<file path="config.mk">
export PLATFORM = sky130hd
export DESIGN_NAME = twt_responder_agreement_table
export DESIGN_NICKNAME = d
export VERILOG_FILES = /design/src/rtl/twtrat_pkg.sv /design/src/rtl/twt_responder_agreement_table.sv /design/src/rtl/twtrat_ram.sv
export SDC_FILE = /design/constraint.sdc
export NUM_CORES = 2
export LEC_CHECK = 0
export ABC_AREA = 1
export BUFFER_PORTS_ARGS = -buffer_cell sky130_fd_sc_hd__buf_4
export CORE_MARGIN = 8
export CORE_UTILIZATION = 45
export CTS_BUF_LIST = sky130_fd_sc_hd__clkbuf_8
export DETAILED_ROUTE_END_ITERATION = 8
export HOLD_SLACK_MARGIN = 0.08
export PLACE_DENSITY = 0.72
export SETUP_SLACK_MARGIN = 0.2
export SLEW_MARGIN = 20
export SYNTH_ARGS = -nofsm -noshare
export SYNTH_HDL_FRONTEND = slang
export SYNTH_SLANG_ARGS = --single-unit
</file>
<file path="constraint.sdc">
create_clock -name clk -period 13.1 [get_ports clk]
set_clock_uncertainty 0.05 [all_clocks]
set_input_delay 2.62 -clock clk [delete_from_list [all_inputs] [get_ports clk]]
set_output_delay 2.62 -clock clk [all_outputs]
set_load 0.01 [all_outputs]
</file>
<file path="src/rtl/twtrat_pkg.sv">
`timescale 1ns / 1ps
// ----------------------------------------------------------------------------
// twtrat_pkg
// Shared types and codes for the wake-time agreement responder table.
// ----------------------------------------------------------------------------
package twtrat_pkg;

    localparam int NUM_SLOTS_DEF = 8;

    localparam int PEER_W  = 48;
    localparam int AGR_W   = 120;
    localparam int ENTRY_W = PEER_W + AGR_W;

    // command codes
    localparam logic [2:0] CMD_SETUP_ASSOC  = 3'd0;
    localparam logic [2:0] CMD_SETUP_ACTION = 3'd1;
    localparam logic [2:0] CMD_QUERY        = 3'd2;
    localparam logic [2:0] CMD_INSTALL      = 3'd3;
    localparam logic [2:0] CMD_FREE         = 3'd4;

    // status codes
    localparam logic [2:0] STS_OK        = 3'd0;
    localparam logic [2:0] STS_DISABLED  = 3'd1;
    localparam logic [2:0] STS_REJECTED  = 3'd2;
    localparam logic [2:0] STS_FULL      = 3'd3;
    localparam logic [2:0] STS_NOT_FOUND = 3'd4;
    localparam logic [2:0] STS_BAD_STATE = 3'd5;

    // setup command field values
    localparam logic [2:0] SETUP_REQUEST = 3'd0;
    localparam logic [2:0] SETUP_SUGGEST = 3'd1;
    localparam logic [2:0] SETUP_ACCEPT  = 3'd4;

    typedef enum logic [1:0] {
        SLOT_EMPTY     = 2'd0,
        SLOT_PENDING   = 2'd1,
        SLOT_INSTALLED = 2'd2
    } slot_state_t;

    typedef enum logic [2:0] {
        SEQ_IDLE = 3'b001,
        SEQ_SCAN = 3'b010,
        SEQ_RESP = 3'b100
    } seq_state_t;

    // stored agreement fields, 120 bits
    typedef struct packed {
        logic [7:0]  channel;
        logic [15:0] mantissa;
        logic [7:0]  min_duration;
        logic [63:0] wake_time;
        logic [15:0] req_type;
        logic [7:0]  control;
    } agr_t;

    typedef struct packed {
        agr_t       agr;
        logic       element_valid;
        logic [2:0] slot;
        logic [2:0] status;
    } result_t;

endpackage

</file>
<file path="src/rtl/twt_responder_agreement_table.sv">
`timescale 1ns / 1ps
// ----------------------------------------------------------------------------
// twt_responder_agreement_table
// Responder-side table of wake-time agreements keyed by peer address.
// ----------------------------------------------------------------------------
//  channel   direction  handshake          payload
//  s_*       in         s_tvalid/s_tready  tuser: cmd; tdata: request fields
//  m_*       out        m_tvalid/m_tready  tuser: element_valid; tdata: result
//  cfg_*     in         cfg_we             responder_enable
//
//  During a scan one slot per cycle goes through the single address
//  comparator against the entry RAM, which is read one slot ahead.
//  Disabled and rejected commands skip the scan; an undefined command
//  is dropped in its accept cycle.
//  Reset empties every slot at once through the per-slot state flops.
//  A stalled result keeps the next result, and so the table, busy until it is taken.
// ----------------------------------------------------------------------------
module twt_responder_agreement_table #(
    parameter int NUM_SLOTS = twtrat_pkg::NUM_SLOTS_DEF
) (
    input  logic         clk,
    input  logic         rst_n,
    input  logic         cfg_we,
    input  logic         cfg_wdata,
    input  logic         s_tvalid,
    output logic         s_tready,
    // [2:0] cmd
    input  logic [2:0]   s_tuser,
    // [47:0] peer_addr, [63:48] req_type, [71:64] control_in,
    // [135:72] wake_time_in, [143:136] min_duration_in, [159:144] mantissa_in,
    // [167:160] channel_in
    input  logic [167:0] s_tdata,
    output logic         m_tvalid,
    input  logic         m_tready,
    // [0] element_valid
    output logic [0:0]   m_tuser,
    // [2:0] status, [5:3] slot, [13:6] control_out, [29:14] req_type_out,
    // [93:30] wake_time_out, [101:94] min_duration_out, [117:102] mantissa_out,
    // [125:118] channel_out, [127:126] zero
    output logic [127:0] m_tdata
);

    import twtrat_pkg::*;

    localparam int IDXW = (NUM_SLOTS > 1) ? $clog2(NUM_SLOTS) : 1;
    localparam logic [IDXW-1:0] LAST_IDX = IDXW'(NUM_SLOTS - 1);

    seq_state_t        seq_reg, seq_next;
    logic              enable_reg;
    logic [2:0]        cmd_reg, cmd_next;
    logic [PEER_W-1:0] peer_reg, peer_next;
    agr_t              agr_reg, agr_next;
    logic [IDXW-1:0]   scan_idx_reg, scan_idx_next;
    logic              empty_found_reg, empty_found_next;
    logic [IDXW-1:0]   empty_idx_reg, empty_idx_next;
    result_t           res_reg, res_next;
    logic              out_valid_reg, out_valid_next;
    result_t           out_reg, out_next;
    slot_state_t       slot_state_reg [NUM_SLOTS];
    slot_state_t       slot_state_next [NUM_SLOTS];

    logic               ram_we;
    logic [IDXW-1:0]    ram_waddr;
    logic [ENTRY_W-1:0] ram_wdata;
    logic [IDXW-1:0]    ram_raddr;
    logic [ENTRY_W-1:0] ram_rdata;

    logic              s_accept;
    slot_state_t       cur_state;
    logic              cur_empty;
    logic              hit;
    logic              last;
    agr_t              in_agr;
    agr_t              acc_agr;
    logic [2:0]        setup_code;

    function automatic logic [2:0] slot_code(input logic [IDXW-1:0] idx);
        logic [IDXW+2:0] wide;
        wide = {3'b000, idx};
        return wide[2:0];
    endfunction

    twtrat_ram #(
        .WIDTH (ENTRY_W),
        .DEPTH (NUM_SLOTS)
    ) u_entry_ram (
        .clk   (clk),
        .we    (ram_we),
        .waddr (ram_waddr),
        .wdata (ram_wdata),
        .raddr (ram_raddr),
        .rdata (ram_rdata)
    );

    assign s_tready = (seq_reg == SEQ_IDLE);
    assign s_accept = s_tvalid && s_tready;

    assign in_agr.control      = s_tdata[71:64];
    assign in_agr.req_type     = s_tdata[63:48];
    assign in_agr.wake_time    = s_tdata[135:72];
    assign in_agr.min_duration = s_tdata[143:136];
    assign in_agr.mantissa     = s_tdata[159:144];
    assign in_agr.channel      = s_tdata[167:160];
    assign setup_code          = s_tdata[51:49];

    // accept form: request bit cleared, setup command set to accept
    always_comb
    begin
        acc_agr = agr_reg;
        acc_agr.req_type = {agr_reg.req_type[15:4], SETUP_ACCEPT, 1'b0};
    end

    assign cur_state = slot_state_reg[scan_idx_reg];
    assign cur_empty = (cur_state == SLOT_EMPTY);
    assign hit       = !cur_empty && (ram_rdata[ENTRY_W-1:AGR_W] == peer_reg);
    assign last      = (scan_idx_reg == LAST_IDX);

    // read one slot ahead of the compare
    assign ram_raddr = (seq_reg == SEQ_SCAN && !last) ? scan_idx_reg + 1'b1 : '0;
    assign ram_wdata = {peer_reg, acc_agr};

    always_comb
    begin
        logic            have_tgt;
        logic [IDXW-1:0] tgt;

        seq_next         = seq_reg;
        cmd_next         = cmd_reg;
        peer_next        = peer_reg;
        agr_next         = agr_reg;
        scan_idx_next    = scan_idx_reg;
        empty_found_next = empty_found_reg;
        empty_idx_next   = empty_idx_reg;
        res_next         = res_reg;
        out_next         = out_reg;
        out_valid_next   = out_valid_reg && !m_tready;
        slot_state_next  = slot_state_reg;
        ram_we           = 1'b0;
        ram_waddr        = scan_idx_reg;
        have_tgt         = 1'b0;
        tgt              = scan_idx_reg;

        unique case (seq_reg)
            SEQ_IDLE:
            begin
                if (s_accept)
                begin
                    cmd_next         = s_tuser;
                    peer_next        = s_tdata[47:0];
                    agr_next         = in_agr;
                    scan_idx_next    = '0;
                    empty_found_next = 1'b0;
                    res_next         = '0;
                    priority if (s_tuser > CMD_FREE)
                    begin
                        // undefined command: drop silently
                        seq_next = SEQ_IDLE;
                    end
                    else if (!enable_reg)
                    begin
                        res_next.status = STS_DISABLED;
                        seq_next        = SEQ_RESP;
                    end
                    else if ((s_tuser == CMD_SETUP_ASSOC || s_tuser == CMD_SETUP_ACTION) &&
                             setup_code != SETUP_REQUEST && setup_code != SETUP_SUGGEST)
                    begin
                        res_next.status = STS_REJECTED;
                        seq_next        = SEQ_RESP;
                    end
                    else
                    begin
                        seq_next = SEQ_SCAN;
                    end
                end
            end

            SEQ_SCAN:
            begin
                if (cur_empty && !empty_found_reg)
                begin
                    empty_found_next = 1'b1;
                    empty_idx_next   = scan_idx_reg;
                end
                scan_idx_next = scan_idx_reg + 1'b1;
                if (hit || last)
                begin
                    seq_next = SEQ_RESP;
                    res_next = '0;
                    if (cmd_reg == CMD_SETUP_ASSOC || cmd_reg == CMD_SETUP_ACTION)
                    begin
                        priority if (hit)
                        begin
                            have_tgt = 1'b1;
                            tgt      = scan_idx_reg;
                        end
                        else if (empty_found_reg)
                        begin
                            have_tgt = 1'b1;
                            tgt      = empty_idx_reg;
                        end
                        else if (cur_empty)
                        begin
                            have_tgt = 1'b1;
                            tgt      = scan_idx_reg;
                        end
                        if (have_tgt)
                        begin
                            ram_we          = 1'b1;
                            ram_waddr       = tgt;
                            slot_state_next[tgt] = (cmd_reg == CMD_SETUP_ASSOC) ?
                                                   SLOT_PENDING : SLOT_INSTALLED;
                            res_next.status = STS_OK;
                            res_next.slot   = slot_code(tgt);
                            if (cmd_reg == CMD_SETUP_ACTION)
                            begin
                                res_next.element_valid = 1'b1;
                                res_next.agr           = acc_agr;
                            end
                        end
                        else
                        begin
                            res_next.status = STS_FULL;
                        end
                    end
                    else if (!hit)
                    begin
                        res_next.status = STS_NOT_FOUND;
                    end
                    else
                    begin
                        res_next.slot = slot_code(scan_idx_reg);
                        if (cmd_reg == CMD_FREE)
                        begin
                            if (cur_state == SLOT_INSTALLED)
                            begin
                                res_next.status = STS_OK;
                                slot_state_next[scan_idx_reg] = SLOT_EMPTY;
                            end
                            else
                            begin
                                res_next.status = STS_BAD_STATE;
                            end
                        end
                        else if (cur_state != SLOT_PENDING)
                        begin
                            res_next.status = STS_BAD_STATE;
                        end
                        else
                        begin
                            res_next.status = STS_OK;
                            if (cmd_reg == CMD_QUERY)
                            begin
                                res_next.element_valid = 1'b1;
                                res_next.agr           = ram_rdata[AGR_W-1:0];
                            end
                            else
                            begin
                                slot_state_next[scan_idx_reg] = SLOT_INSTALLED;
                            end
                        end
                    end
                end
            end

            SEQ_RESP:
            begin
                // hold until the output register is free
                if (!out_valid_reg || m_tready)
                begin
                    out_next       = res_reg;
                    out_valid_next = 1'b1;
                    seq_next       = SEQ_IDLE;
                end
            end

            default:
            begin
                seq_next = SEQ_IDLE;
            end
        endcase
    end

    always_ff @(posedge clk or negedge rst_n)
    begin
        if (!rst_n)
        begin
            seq_reg          <= SEQ_IDLE;
            enable_reg       <= 1'b0;
            out_valid_reg    <= 1'b0;
            scan_idx_reg     <= '0;
            empty_found_reg  <= 1'b0;
            for (int i = 0; i < NUM_SLOTS; i++)
            begin
                slot_state_reg[i] <= SLOT_EMPTY;
            end
        end
        else
        begin
            seq_reg         <= seq_next;
            out_valid_reg   <= out_valid_next;
            scan_idx_reg    <= scan_idx_next;
            empty_found_reg <= empty_found_next;
            slot_state_reg  <= slot_state_next;
            if (cfg_we)
            begin
                enable_reg <= cfg_wdata;
            end
        end
    end

    always_ff @(posedge clk)
    begin
        cmd_reg       <= cmd_next;
        peer_reg      <= peer_next;
        agr_reg       <= agr_next;
        empty_idx_reg <= empty_idx_next;
        res_reg       <= res_next;
        out_reg       <= out_next;
    end

    assign m_tvalid   = out_valid_reg;
    assign m_tuser[0] = out_reg.element_valid;
    assign m_tdata    = {2'b00,
                         out_reg.agr.channel,
                         out_reg.agr.mantissa,
                         out_reg.agr.min_duration,
                         out_reg.agr.wake_time,
                         out_reg.agr.req_type,
                         out_reg.agr.control,
                         out_reg.slot,
                         out_reg.status};

`ifndef SYNTHESIS
    a_scan_in_range: assert property (@(posedge clk) disable iff (!rst_n)
        seq_reg == SEQ_SCAN |-> scan_idx_reg <= LAST_IDX)
        else $error("scan index beyond last slot");

    a_no_element_zero: assert property (@(posedge clk) disable iff (!rst_n)
        m_tvalid && !m_tuser[0] |-> m_tdata[125:6] == '0)
        else $error("agreement fields not zero without element");

    a_resp_waits: assert property (@(posedge clk) disable iff (!rst_n)
        seq_reg == SEQ_RESP && m_tvalid && !m_tready |=> seq_reg == SEQ_RESP)
        else $error("result overwrote a stalled response");

    a_busy_not_ready: assert property (@(posedge clk) disable iff (!rst_n)
        seq_reg == SEQ_SCAN |=> !s_tready || $past(hit) || $past(last))
        else $error("ready raised during a scan");
`endif

endmodule

</file>
<file path="src/rtl/twtrat_ram.sv">
`timescale 1ns / 1ps
// ----------------------------------------------------------------------------
// twtrat_ram
// Generic single-write, single-read RAM with registered read data.
// ----------------------------------------------------------------------------
module twtrat_ram #(
    parameter int WIDTH = 8,
    parameter int DEPTH = 8,
    localparam int AW   = (DEPTH > 1) ? $clog2(DEPTH) : 1
) (
    input  logic             clk,
    input  logic             we,
    input  logic [AW-1:0]    waddr,
    input  logic [WIDTH-1:0] wdata,
    input  logic [AW-1:0]    raddr,
    output logic [WIDTH-1:0] rdata
);

    logic [WIDTH-1:0] mem [DEPTH];

    always_ff @(posedge clk)
    begin
        if (we)
        begin
            mem[waddr] <= wdata;
        end
        rdata <= mem[raddr];
    end

endmodule

</file>
==> impl_metrics.toml <==
[final_layout]
regArea_sq_mm = 0.0558
instances_no_fill = 7893
reg_top3 = "u_entry_ram.mem (1312), u_entry_ram.rdata (164)"
nets = 5770
fill_cells = 12800
layout-drive-gt1-share_pct = 13.6
areaGrowthSynthToFinish_pct = 14.4
final_util_pct = 51.8
multi_input_area_sq_mm = 0.0136
largest_reg_flops = 1312
largest_register = "u_entry_ram.mem"

[synth]
yosys-top-cells-area = "edfxtp_1 (73%), nand2_1 (5.1%), dfxtp_1 (4.6%)"
ys_top_cells_by_count = "edfxtp_1 (1728), nand2_1 (967), nor2_1 (730)"
ys_ff_latch = 1917
yosys.area.top_type_share_pct = 73.2
syn_area_sq_mm = 0.0709
synth-main-ff-cell = "edfxtp_1"
synth_edf_count = 1728
ys_seq_area_share_pct = 78.7
netlist-cell-type-count = 40
syn_area_per_cell_sq_um = 13.6
async_flop_share_pct = 1.30
synth_largest_area_cell = "edfxtp_1"
ys_warn_count = 0
synth_cells = 5212
synth_most_common_cell = "edfxtp_1"

[worst_setup_path]
worstSetupEndpointType = "register"
required_ps = 13610
cp.arrival_ps = 6770
crit_fanout = 47
crit_type = "register to register"
cp-start-kind = "register"

[detailed_routing]
first_pass_iters = 5
ant_nets = 0
drt-vias-per-instance = 5.42
drc = 0
wl_um = 165000
vias = 42800
wire_per_inst_um = 20.9
drtIter0Drc = 4388

[clock_network]
cts_hold_buf = 0
clkLatencyLatePin_ps = 1010
cts_buffers = 320
cts_tree = "yes"
cts-root-buf = "clkbuf_8"
h-tree-depth = 5
postCtsSetupRepairBufs = 0
max-clock-path-buffers = 4
clkSinkCount = 1917
ctsResizeCount = 0
path_clk_slew_ps = 60

[worst_hold_path]
min_path_type = "register to register"

[die]
initial_core_util_pct = 45.3
rows = 145
die_h_um = 413
pin_count = 308
die_x_um = 413
core_sq_mm = 0.156
dieArea_sq_mm = 0.170

[place]
portBuffers = 300
dp_hpwl_um = 84000
place_inst = 7326
place_congestion = 0.761

[power]
vdd_drop_max_mv = 0.143
p_leak_nw = 27.9
power.density_mw_per_mm2 = 172

[sta]
fin_tns_setup_ps = 0
slew_violations = 0
worstMarginPinSlew_ps = 1170
setup_violations = 0
rsz0062_at_grt = "no"
timing_hold_violations_final = 0
fmax_mhz = 160
finalCritPeriodShare_pct = 47.7
fin_crit_ps = 6250
timing.slew.headroom_pct = 22.0

[global_routing]
grt_antenna_before_repair = 10
grt_usage_pct = 18.8
globalRouteOverflowTotal = 0
grt_first_pass_wirelength_um = 249000
grt_max_degree = 234
grt_pass1_vias = 42100

[run_status]
status = "finished, final reports clean"

[run]
max_cap_violations = 0
[cell usage in the layout, fill, tap and decap left out, types with 9 or more instances in the layout]
cell | synthesis | routed
clkinv_1 | 1 | 48
xnor2_1 | 14 | 14
buf_4 | 12 | 349
clkbuf_8 | 0 | 355
dfrtp_1 | 24 | 24
nor3_1 | 175 | 174
a32o_1 | 164 | 164
o221ai_1 | 10 | 10
nand3_1 | 15 | 15
o21ai_0 | 268 | 268
clkinv_2 | 0 | 20
edfxtp_1 | 1728 | 1728
inv_1 | 76 | 193
buf_12 | 0 | 9
a21oi_1 | 443 | 442
dfxtp_1 | 164 | 164
nor2_4 | 1 | 12
nand2_1 | 967 | 967
nand4_1 | 14 | 14
nor2_1 | 730 | 721
o21ai_1 | 62 | 62
a22oi_1 | 10 | 10
[worst max-delay path: stages, from the launching register on]
cell	delay [ps]
edfxtp_1	500
inv_1	80
nand2_1	60
nand2_1	50
nor2_1	110
nand2_1	100
nor2_1	200
nand2_1	180
nor2_2	530
nand3_4	230
nand2_1	120
nand2_1	370
inv_2	360
nand2_1	290
nor2_4	790
buf_4	780
buf_4	770
[cell type report]
type,instances,area share (%)
sequential,1917,68.8
tap,2058,3.18
inverter,84,0.414
clock inverter,204,1.27
antenna,7,0.0216
clock buffer,355,6.03
multi-input combinational,2909,16.8
timing repair buffer,359,3.49
[report_power, final]
part           switching, mW  internal [mW]
clock network           2.30           2.61
registers              0.375           7.41
logic                  0.908          0.347
[final timing paths]
path                                           startpoint                               to  slack, ps  depth (start not counted)
worst max-delay path               peer_reg[18]$_DFFE_PP_  u_entry_ram.mem[3][1]$_DFFE_PP_       6850                         16
worst min-delay path            res_reg[60]$_SDFFCE_PN0P_            m_tdata[59]$_DFFE_PP_        370                          0
worst min register to register  res_reg[60]$_SDFFCE_PN0P_            m_tdata[59]$_DFFE_PP_        370                          0
worst max register to register     peer_reg[18]$_DFFE_PP_  u_entry_ram.mem[3][1]$_DFFE_PP_       6850                         16
min in group asynchronous                           rst_n    slot_state_reg[6]$_DFFE_PN0P_       1470                          1
max in group asynchronous                           rst_n           seq_reg[0]$_DFFE_PN1P_      11170                          1
[metrics by stage]
stage / instance area [sq um] / hold WS, ps / power (mW) / worst slack (ps)
finish: 81100 / 367 / 14.0 / 6850
global route: 81100 / 364 / 14.5 / 6720
CTS: 81000 / 365 / 14.1 / 6970
detailed placement: 75100 / 355 / 9.17 / 7010
global placement: 75100 / 353 / 9.12 / 7090
floorplan: 70900 / 350 / 8.61 / 2750
[kinds of logic after synthesis]
kind of cell,synth area share [%]
buf+inv,2.23
xor+xnor,0.210
simple gates,10.7
compound gates,8.08
other cells,0.00529
fa+ha+maj,0.0353
flops,78.7
[per-layer routing]
| metal | global-route usage [%] | up-vias | share of wire, % |
|---|---|---|---|
| met3 | 3.86 | 322 | 8.0 |
| met5 | 0 | - | 0.016 |
| met1 | 25.7 | 21100 | 42 |
| met2 | 30.0 | 1812 | 47 |
| li1 | - | 19600 | - |
| met4 | 6.49 | 4 | 2.7 |
No activity file was read; power rests on OpenSTA's default activity.
